File: src/hw/rtl/smau_pkg.sv
`timescale 1ns / 1ps

package smau_pkg;

    localparam int STACK_DEPTH = 64;
    localparam int WORD_W      = 32;
    localparam int CNT_W       = $clog2(STACK_DEPTH + 1);
    localparam int ADDR_W      = (STACK_DEPTH > 1) ? $clog2(STACK_DEPTH) : 1;
    localparam int OP_W        = 3;
    localparam int ST_W        = 2;
    localparam int STEP_W      = $clog2(WORD_W);
    localparam int OUT_DATA_W  = ((WORD_W + CNT_W + 7) / 8) * 8;

    localparam logic [OP_W-1:0] OP_PUSH = 3'd0;
    localparam logic [OP_W-1:0] OP_ADD  = 3'd1;
    localparam logic [OP_W-1:0] OP_SUB  = 3'd2;
    localparam logic [OP_W-1:0] OP_DIV  = 3'd3;
    localparam logic [OP_W-1:0] OP_MUL  = 3'd4;
    localparam logic [OP_W-1:0] OP_MOD  = 3'd5;

    localparam logic [ST_W-1:0] ST_OK      = 2'd0;
    localparam logic [ST_W-1:0] ST_SHORT   = 2'd1;
    localparam logic [ST_W-1:0] ST_DIVZERO = 2'd2;
    localparam logic [ST_W-1:0] ST_FULL    = 2'd3;

    // Commands from the controller to the datapath.
    typedef struct packed {
        logic            load;
        logic            push;
        logic            cap_a;
        logic            calc;
        logic            div_init;
        logic            div_step;
        logic            wb;
        logic            out_load;
        logic [ST_W-1:0] status;
    } t_cmd;

    // Status from the datapath to the controller.
    typedef struct packed {
        logic [OP_W-1:0] op;
        logic            short_stack;
        logic            full;
        logic            b_zero;
        logic            div_last;
    } t_sts;

endpackage

File: src/hw/rtl/smau_ram.sv
`timescale 1ns / 1ps

module smau_ram #(
    parameter int WIDTH = 32,
    parameter int DEPTH = 64
) (
    input  logic                                  i_clk,
    input  logic                                  i_we,
    input  logic [((DEPTH > 1) ? $clog2(DEPTH) : 1)-1:0] i_waddr,
    input  logic [WIDTH-1:0]                      i_wdata,
    input  logic [((DEPTH > 1) ? $clog2(DEPTH) : 1)-1:0] i_raddr,
    output logic [WIDTH-1:0]                      o_rdata
);

    logic [WIDTH-1:0] r_mem [DEPTH];
    logic [WIDTH-1:0] r_rdata;

    always_ff @(posedge i_clk) begin
        if (i_we) begin
            r_mem[i_waddr] <= i_wdata;
        end
        r_rdata <= r_mem[i_raddr];
    end

    assign o_rdata = r_rdata;

endmodule

File: src/hw/rtl/smau_datapath.sv
`timescale 1ns / 1ps

module smau_datapath (
    input  logic                                   i_clk,
    input  logic                                   i_rst_n,
    input  smau_pkg::t_cmd                         i_cmd,
    output smau_pkg::t_sts                         o_sts,
    input  logic [smau_pkg::OP_W-1:0]              i_op,
    input  logic [smau_pkg::WORD_W-1:0]            i_push_value,
    output logic [smau_pkg::ST_W-1:0]              o_status,
    output logic [smau_pkg::WORD_W-1:0]            o_top_value,
    output logic [smau_pkg::CNT_W-1:0]             o_stack_count
);

    import smau_pkg::*;

    // The top element lives in r_top; the memory holds the elements below it.
    logic [OP_W-1:0]   r_op;
    logic [WORD_W-1:0] r_val;
    logic [CNT_W-1:0]  r_count;
    logic [WORD_W-1:0] r_top;
    logic [WORD_W-1:0] r_a;
    logic [WORD_W-1:0] r_res;
    logic [WORD_W-1:0] r_rem;
    logic [WORD_W-1:0] r_quo;
    logic [WORD_W-1:0] r_dvs;
    logic [STEP_W-1:0] r_step;
    logic              r_qneg;
    logic              r_rneg;
    logic [ST_W-1:0]   r_o_status;
    logic [WORD_W-1:0] r_o_top;
    logic [CNT_W-1:0]  r_o_count;

    logic [CNT_W-1:0]  cnt_m1;
    logic [CNT_W-1:0]  cnt_m2;
    logic [WORD_W-1:0] ram_rdata;
    logic              ram_we;
    logic [WORD_W:0]   shifted;
    logic [WORD_W:0]   diff;
    logic              ge;
    logic [WORD_W-1:0] wb_value;

    assign cnt_m1 = r_count - CNT_W'(1);
    assign cnt_m2 = r_count - CNT_W'(2);
    assign ram_we = i_cmd.push && (r_count != '0);

    smau_ram #(
        .WIDTH (WORD_W),
        .DEPTH (STACK_DEPTH)
    ) u_ram (
        .i_clk   (i_clk),
        .i_we    (ram_we),
        .i_waddr (cnt_m1[ADDR_W-1:0]),
        .i_wdata (r_top),
        .i_raddr (cnt_m2[ADDR_W-1:0]),
        .o_rdata (ram_rdata)
    );

    // One restoring division step on magnitudes.
    assign shifted = {r_rem, r_quo[WORD_W-1]};
    assign diff    = shifted - {1'b0, r_dvs};
    assign ge      = shifted >= {1'b0, r_dvs};

    always_comb begin
        case (r_op)
            OP_DIV:  wb_value = r_qneg ? (WORD_W'(0) - r_quo) : r_quo;
            OP_MOD:  wb_value = r_rneg ? (WORD_W'(0) - r_rem) : r_rem;
            default: wb_value = r_res;
        endcase
    end

    always_ff @(posedge i_clk) begin
        if (!i_rst_n) begin
            r_count <= '0;
        end else if (i_cmd.push) begin
            r_count <= r_count + CNT_W'(1);
        end else if (i_cmd.wb) begin
            r_count <= cnt_m1;
        end
    end

    always_ff @(posedge i_clk) begin
        if (i_cmd.load) begin
            r_op  <= i_op;
            r_val <= i_push_value;
        end
        if (i_cmd.push) begin
            r_top <= r_val;
        end else if (i_cmd.wb) begin
            r_top <= wb_value;
        end
        if (i_cmd.cap_a) begin
            r_a <= ram_rdata;
        end
        if (i_cmd.calc) begin
            case (r_op)
                OP_ADD:  r_res <= r_a + r_top;
                OP_SUB:  r_res <= r_a - r_top;
                default: r_res <= r_a * r_top;
            endcase
        end
        if (i_cmd.div_init) begin
            r_rem  <= '0;
            r_quo  <= r_a[WORD_W-1] ? (WORD_W'(0) - r_a) : r_a;
            r_dvs  <= r_top[WORD_W-1] ? (WORD_W'(0) - r_top) : r_top;
            r_step <= '0;
            r_qneg <= r_a[WORD_W-1] ^ r_top[WORD_W-1];
            r_rneg <= r_a[WORD_W-1];
        end else if (i_cmd.div_step) begin
            r_rem  <= ge ? diff[WORD_W-1:0] : shifted[WORD_W-1:0];
            r_quo  <= {r_quo[WORD_W-2:0], ge};
            r_step <= r_step + STEP_W'(1);
        end
        if (i_cmd.out_load) begin
            r_o_status <= i_cmd.status;
            r_o_top    <= (r_count == '0) ? '0 : r_top;
            r_o_count  <= r_count;
        end
    end

    assign o_sts.op          = r_op;
    assign o_sts.short_stack = r_count < CNT_W'(2);
    assign o_sts.full        = r_count == CNT_W'(STACK_DEPTH);
    assign o_sts.b_zero      = r_top == '0;
    assign o_sts.div_last    = r_step == STEP_W'(WORD_W - 1);

    assign o_status      = r_o_status;
    assign o_top_value   = r_o_top;
    assign o_stack_count = r_o_count;

`ifndef SYNTHESIS
    a_count_bound: assert property (@(posedge i_clk) disable iff (!i_rst_n)
        r_count <= CNT_W'(STACK_DEPTH))
        else $error("stack count above depth");
    a_push_room: assert property (@(posedge i_clk) disable iff (!i_rst_n)
        i_cmd.push |-> r_count < CNT_W'(STACK_DEPTH))
        else $error("push on a full stack");
    a_wb_two: assert property (@(posedge i_clk) disable iff (!i_rst_n)
        i_cmd.wb |-> r_count >= CNT_W'(2))
        else $error("binary write-back with fewer than two elements");
`endif

endmodule

File: src/hw/rtl/smau_ctrl.sv
`timescale 1ns / 1ps

module smau_ctrl (
    input  logic           i_clk,
    input  logic           i_rst_n,
    input  logic           i_in_valid,
    output logic           o_in_ready,
    output logic           o_out_valid,
    input  logic           i_out_ready,
    input  smau_pkg::t_sts i_sts,
    output smau_pkg::t_cmd o_cmd
);

    import smau_pkg::*;

    localparam logic [2:0] S_IDLE = 3'd0;
    localparam logic [2:0] S_EXEC = 3'd1;
    localparam logic [2:0] S_READ = 3'd2;
    localparam logic [2:0] S_CALC = 3'd3;
    localparam logic [2:0] S_DIV  = 3'd4;
    localparam logic [2:0] S_WB   = 3'd5;
    localparam logic [2:0] S_OUT  = 3'd6;

    logic [2:0]      r_state;
    logic [2:0]      n_state;
    logic [ST_W-1:0] r_status;
    logic [ST_W-1:0] n_status;
    logic            r_out_valid;
    logic            n_out_valid;
    logic            accept;
    logic            out_free;
    logic            is_div;

    assign accept   = i_in_valid && (r_state == S_IDLE);
    assign out_free = !r_out_valid || i_out_ready;
    assign is_div   = (i_sts.op == OP_DIV) || (i_sts.op == OP_MOD);

    always_comb begin
        n_state     = r_state;
        n_status    = r_status;
        n_out_valid = r_out_valid && !i_out_ready;
        o_cmd       = '0;
        o_cmd.status = r_status;
        case (r_state)
            S_IDLE: begin
                if (accept) begin
                    o_cmd.load = 1'b1;
                    n_status   = ST_OK;
                    n_state    = S_EXEC;
                end
            end
            S_EXEC: begin
                n_state = S_OUT;
                if (i_sts.op == OP_PUSH) begin
                    if (i_sts.full) begin
                        n_status = ST_FULL;
                    end else begin
                        o_cmd.push = 1'b1;
                    end
                end else if (i_sts.op <= OP_MOD) begin
                    if (i_sts.short_stack) begin
                        n_status = ST_SHORT;
                    end else begin
                        n_state = S_READ;
                    end
                end
            end
            S_READ: begin
                o_cmd.cap_a = 1'b1;
                n_state     = S_CALC;
            end
            S_CALC: begin
                if (is_div) begin
                    if (i_sts.b_zero) begin
                        n_status = ST_DIVZERO;
                        n_state  = S_OUT;
                    end else begin
                        o_cmd.div_init = 1'b1;
                        n_state        = S_DIV;
                    end
                end else begin
                    o_cmd.calc = 1'b1;
                    n_state    = S_WB;
                end
            end
            S_DIV: begin
                o_cmd.div_step = 1'b1;
                if (i_sts.div_last) begin
                    n_state = S_WB;
                end
            end
            S_WB: begin
                o_cmd.wb = 1'b1;
                n_state  = S_OUT;
            end
            S_OUT: begin
                if (out_free) begin
                    o_cmd.out_load = 1'b1;
                    n_out_valid    = 1'b1;
                    n_state        = S_IDLE;
                end
            end
            default: begin
                n_state = S_IDLE;
            end
        endcase
    end

    always_ff @(posedge i_clk) begin
        if (!i_rst_n) begin
            r_state     <= S_IDLE;
            r_status    <= ST_OK;
            r_out_valid <= 1'b0;
        end else begin
            r_state     <= n_state;
            r_status    <= n_status;
            r_out_valid <= n_out_valid;
        end
    end

    assign o_in_ready  = (r_state == S_IDLE);
    assign o_out_valid = r_out_valid;

`ifndef SYNTHESIS
    a_accept_exec: assert property (@(posedge i_clk) disable iff (!i_rst_n)
        accept |=> r_state == S_EXEC)
        else $error("accepted item did not start execution");
    a_out_load: assert property (@(posedge i_clk) disable iff (!i_rst_n)
        o_cmd.out_load |=> r_out_valid && r_state == S_IDLE)
        else $error("result load did not raise output valid");
    a_one_update: assert property (@(posedge i_clk) disable iff (!i_rst_n)
        $countones({o_cmd.push, o_cmd.wb, o_cmd.div_init, o_cmd.calc}) <= 1)
        else $error("conflicting datapath commands");
`endif

endmodule

File: src/hw/rtl/stack_machine_arithmetic_unit.sv
`timescale 1ns / 1ps
// From idle, each item passes through execute and result load. Add, sub and mul
// also pass operand read, compute and write-back; div and mod pass operand read,
// compute and, for a nonzero divisor, the 32-step restoring divider and write-back.
// A new item is taken only once the last result is loaded, even while it waits.
// Reset (i_rst_n low, synchronous) empties the stack and drops any pending result;
// stack memory contents are not cleared and need no clearing pass.

module stack_machine_arithmetic_unit (
    input  logic                                   i_clk,
    input  logic                                   i_rst_n,
    // Instruction stream.
    input  logic                                   s_axis_tvalid,
    output logic                                   s_axis_tready,
    input  logic [smau_pkg::WORD_W-1:0]            s_axis_tdata,  // [31:0] push_value
    input  logic [smau_pkg::OP_W-1:0]              s_axis_tuser,  // [2:0] operation
    // Result stream.
    output logic                                   m_axis_tvalid,
    input  logic                                   m_axis_tready,
    output logic [smau_pkg::OUT_DATA_W-1:0]        m_axis_tdata,  // [31:0] top_value,
                                                                  // [38:32] stack_count
    output logic [smau_pkg::ST_W-1:0]              m_axis_tuser   // [1:0] status
);

    import smau_pkg::*;

    t_cmd              cmd;
    t_sts              sts;
    logic [WORD_W-1:0] top_value;
    logic [CNT_W-1:0]  stack_count;

    // The controller sequences each instruction through execute and result load, with
    // operand read, compute, optional divide iterations and write-back for operations.
    smau_ctrl u_ctrl (
        .i_clk       (i_clk),
        .i_rst_n     (i_rst_n),
        .i_in_valid  (s_axis_tvalid),
        .o_in_ready  (s_axis_tready),
        .o_out_valid (m_axis_tvalid),
        .i_out_ready (m_axis_tready),
        .i_sts       (sts),
        .o_cmd       (cmd)
    );

    // The datapath keeps the top of stack in a register and the rest in a RAM,
    // so a binary operation needs only one memory read.
    smau_datapath u_datapath (
        .i_clk         (i_clk),
        .i_rst_n       (i_rst_n),
        .i_cmd         (cmd),
        .o_sts         (sts),
        .i_op          (s_axis_tuser),
        .i_push_value  (s_axis_tdata),
        .o_status      (m_axis_tuser),
        .o_top_value   (top_value),
        .o_stack_count (stack_count)
    );

    // Result fields are packed from the lowest bit up and zero-filled to bytes.
    assign m_axis_tdata = {{(OUT_DATA_W - WORD_W - CNT_W){1'b0}}, stack_count, top_value};

endmodule

File: config.mk
export PLATFORM = sky130hd
export DESIGN_NAME = stack_machine_arithmetic_unit
export DESIGN_NICKNAME = d
export VERILOG_FILES = /design/src/hw/rtl/smau_pkg.sv /design/src/hw/rtl/smau_ram.sv /design/src/hw/rtl/smau_datapath.sv /design/src/hw/rtl/smau_ctrl.sv /design/src/hw/rtl/stack_machine_arithmetic_unit.sv
export SDC_FILE = /design/constraint.sdc
export NUM_CORES = 2
export LEC_CHECK = 0
export BUFFER_PORTS_ARGS = -buffer_cell sky130_fd_sc_hd__buf_2
export CELL_PAD_IN_SITES_DETAIL_PLACEMENT = 0
export CELL_PAD_IN_SITES_GLOBAL_PLACEMENT = 1
export CORE_ASPECT_RATIO = 1.4
export CORE_MARGIN = 5
export CORE_UTILIZATION = 40
export DETAILED_ROUTE_END_ITERATION = 10
export PLACE_DENSITY = 0.71
export SKIP_LAST_GASP = 1
export SLEW_MARGIN = 5
export SYNTH_ARGS = -nofsm -noshare
export SYNTH_HDL_FRONTEND = slang
export SYNTH_HIERARCHICAL = 1
export SYNTH_SLANG_ARGS = --single-unit
File: constraint.sdc
create_clock -name i_clk -period 8 [get_ports i_clk]
set_input_delay 2.4 -clock i_clk [delete_from_list [all_inputs] [get_ports i_clk]]
set_output_delay 2.4 -clock i_clk [all_outputs]
set_load 0.01 [all_outputs]
==> results.tsv <==
metric	value	unit
rr_startpoint	u_datapath/r_top[17]	
num_vias	62590	
regToRegSetupSlack	0.22	ns
fp-row-count	230	
wl_per_cell	29.67	µm
drc_errors	0	
synthCells	6905	
worstPathRequired	8.55	ns
cts.sinks	2368	
min_path_cells	0	
grt_pass1_vias	64930	
max_slew.worst_pin.slew	1.201	ns
gp_congestion	0.8946	
dieArea	291300	µm²
final-hold-violation-count	0	
initial_utilization	0.4011	
n_fill_cell	24290	
placed_area	118500	µm²
path_class	reg -> reg	
period_share	0.9728	
place_ws	0.05227	ns
htree_num_levels	4	
final.setup.worst_slack	0.2174	ns
cp_cell_sequence	buf_4 > nand2_1 > fa_1 > inv_1 > fa_1 > inv_1 > fa_1 > inv_1 > fa_1 > inv_1 > fa_1 > fa_1 > fa_1 > fa_1 > xnor2_1 > xnor2_1 > xnor2_1 > xnor2_1 > xnor2_1 > xnor2_1 > xnor2_1 > xnor2_1 > nor2_1 > a21oi_1	
worstSkewPairLatency	0.93	ns
cts_buffers	218	
hold_end	u_datapath/r_a[29]	
final_cells	10990	
die_y	636.6	µm
end_kind	flip-flop	
min_period	7.783	ns
synth_edf_count	2286	
final_area	125300	µm²
grt_max_degree	113	
synth_flop_cell	edfxtp_1	
finalClockSkew	0.1245	ns
cpMaxStageDelayCell	edfxtp_1	
max-cap-violations	0	
final_antenna_net_count	0	
port_buffers	81	
drive_gt1_frac	0.1853	
cp_max_fo	39	
cp.buffers_inverters	5	
crit_path_start_kind	flip-flop	
die_x	457.6	µm
reg2reg_to	u_datapath/r_res[31]	
synth_cell_type_count	86	
grt_pass1_wl	468.6	mm
synthToLayoutAreaGrowth	11.71	%
hold_buffers	0	
core_area	279700	µm²
root_buffer	clkbuf_16	
dr.first_iter.drc_count	5885	
synth_area	112200	µm²
fin_nets	7747	
min_from	u_datapath/u_ram/o_rdata[29]	
cts_tree	done	
place_inst	10590	
antenna_found_initial	14	
most-common-layout-cells	2286 x edfxtp_1, 544 x mux4_2, 510 x inv_1	
routed_wl	326.0	mm
fin_setup_tns	0	ns
clockBufferDepth	4	
yosysSeqAreaShare	0.6265	
postSynthAreaPerCell	16.25	µm²
hold_class	reg -> reg	
path_delay_family	adder cells	
drt-pass1-iter-count	5	
post-dp-hpwl	214.3	mm
grt_usage	0.2209	
grt_overflow	0	
outcome	completed	
relSlewSlack	0.1972	
max_stage_delay	0.77	ns
clk_pin_slew_worst_paths	0.06	ns
setup_viol	0	
synthArstFlopShare	0	
synth_nets	7553	
viasPerCell	5.695	
fmax	0.1285	GHz
slew_violations	0	
io_pins	83	
worstRegToRegCells	24	
yosys_warnings	6	
mostFrequentLayoutCell	edfxtp_1	
cp_data_arrival_time	8.33	ns
synth-seq-cells	2368	
rsz0062_at_grt	true	
[how the worst max path moves through the flow]
stage                         start                   end  slack, ns  cells after the start
6_report       u_datapath/r_top[17]  u_datapath/r_res[31]       0.22                     24
5_1_grt         u_datapath/r_top[3]  u_datapath/r_res[31]      -0.05                     28
4_1_cts         u_datapath/r_top[2]  u_datapath/r_res[31]       0.03                     28
3_5_place_dp    u_datapath/r_top[8]  u_datapath/r_res[31]       0.05                     29
3_3_place_gp    u_datapath/r_top[2]  u_datapath/r_res[31]       0.06                     28
2_1_floorplan  u_datapath/r_top[13]  u_datapath/r_res[30]       0.02                     25
[routing by layer]
metal	vias up	track usage	wire, µm
met3	619	0.02655	18530
met1	33260	0.2664	118700
met4	4	0.1144	19980
met5	-	0	27
met2	2438	0.3891	168800
li1	26270	-	-
[cells by family after synthesis]
logic type	after synthesis	share of synthesized area
multiplexers	674	0.1209
adder cells (fa/ha/maj)	609	0.09535
AO/OA/AOI/OAI	743	0.04328
buffers and inverters	905	0.03223
AND/OR/NAND/NOR	1314	0.05897
flip-flops	2368	0.6265
XOR/XNOR	291	0.02272
other	1	0.00003343
[registers in the layout, indices dropped and copies added, names as in the netlist, 2 cells and up]
signal                    cells
u_datapath/u_ram/r_mem     2048
u_datapath/o_top_value       32
u_datapath/r_a               32
u_datapath/r_dvs             32
u_datapath/r_quo             32
u_datapath/r_rem             32
u_datapath/r_res             32
u_datapath/r_top             32
u_datapath/r_val             32
u_datapath/u_ram/o_rdata     32
u_datapath/o_stack_count      7
u_datapath/r_count            7
u_datapath/r_step             5
u_ctrl/r_state                3
u_datapath/r_op               3
u_ctrl/r_status               2
u_datapath/o_status           2
[cells in the mapped netlist, types with 10 or more instances]
master    number  area share
nand3_1       30      0.0013
nand2_1      392       0.013
and2_1       315       0.018
fa_1         410       0.073
nand2b_1      38      0.0021
o21ai_0       97      0.0043
nand4_1       18      0.0010
a211oi_1      64      0.0043
nor2_1       290      0.0097
buf_2         61      0.0027
nand3b_1      13     0.00087
o21bai_1      11     0.00074
or2_2         10     0.00056
a31oi_1       13     0.00072
or4_1         13     0.00087
buf_1         28     0.00094
a22oi_1       14     0.00094
mux2i_1      121       0.011
o211ai_1      10     0.00067
clkbuf_1     272      0.0091
dfxtp_1       82       0.015
nor2b_1       64      0.0036
and3_1        14     0.00078
o221ai_1      34      0.0027
mux4_2       544        0.11
buf_4         26      0.0017
xnor2_1      140       0.011
o21a_1        19      0.0013
a21oi_1      216      0.0096
o22ai_1      106      0.0059
nor4_1        14     0.00078
ha_1         199       0.022
or3_1         27      0.0015
xor2_1       151       0.012
o41ai_1       16      0.0012
a21o_1        30      0.0020
edfxtp_1    2286        0.61
inv_1        512       0.017
o31ai_1       41      0.0027
nor3_1        35      0.0016
[per-stage QoR]
| step | utilization | hold slack, ns |
|---|---|---|
| global placement | 0.4236 | 0.3885 |
| floorplan | - | 0.3855 |
| finish | 0.4480 | 0.3827 |
| detailed placement | 0.4236 | 0.3897 |
| global route | 0.4480 | 0.3680 |
| CTS | 0.4478 | 0.3770 |
[final cells by class]
type	instances	area, µm²	share of cell area
Timing Repair Buffer	367	2746	0.02191
Tap cell	3712	4644	0.03706
Clock inverter	120	994.7	0.007937
Inverter	512	1937	0.01545
Sequential cell	2368	70290	0.5609
Multi-Input combinational cell	3632	38900	0.3104
Antenna cell	9	22.52	0.0001797
Clock buffer	270	5787	0.04617
[what timing repair did]
action,in CTS,in global routing
endpoints found under the setup margin,0,8
gates resized for setup,0,10
hold endpoints to repair,0,0
buffers inserted,0,0
Power is left out: the tool's default activity adds up to more than one toggle a clock period on the data nets, which glitch-free logic cannot reach.
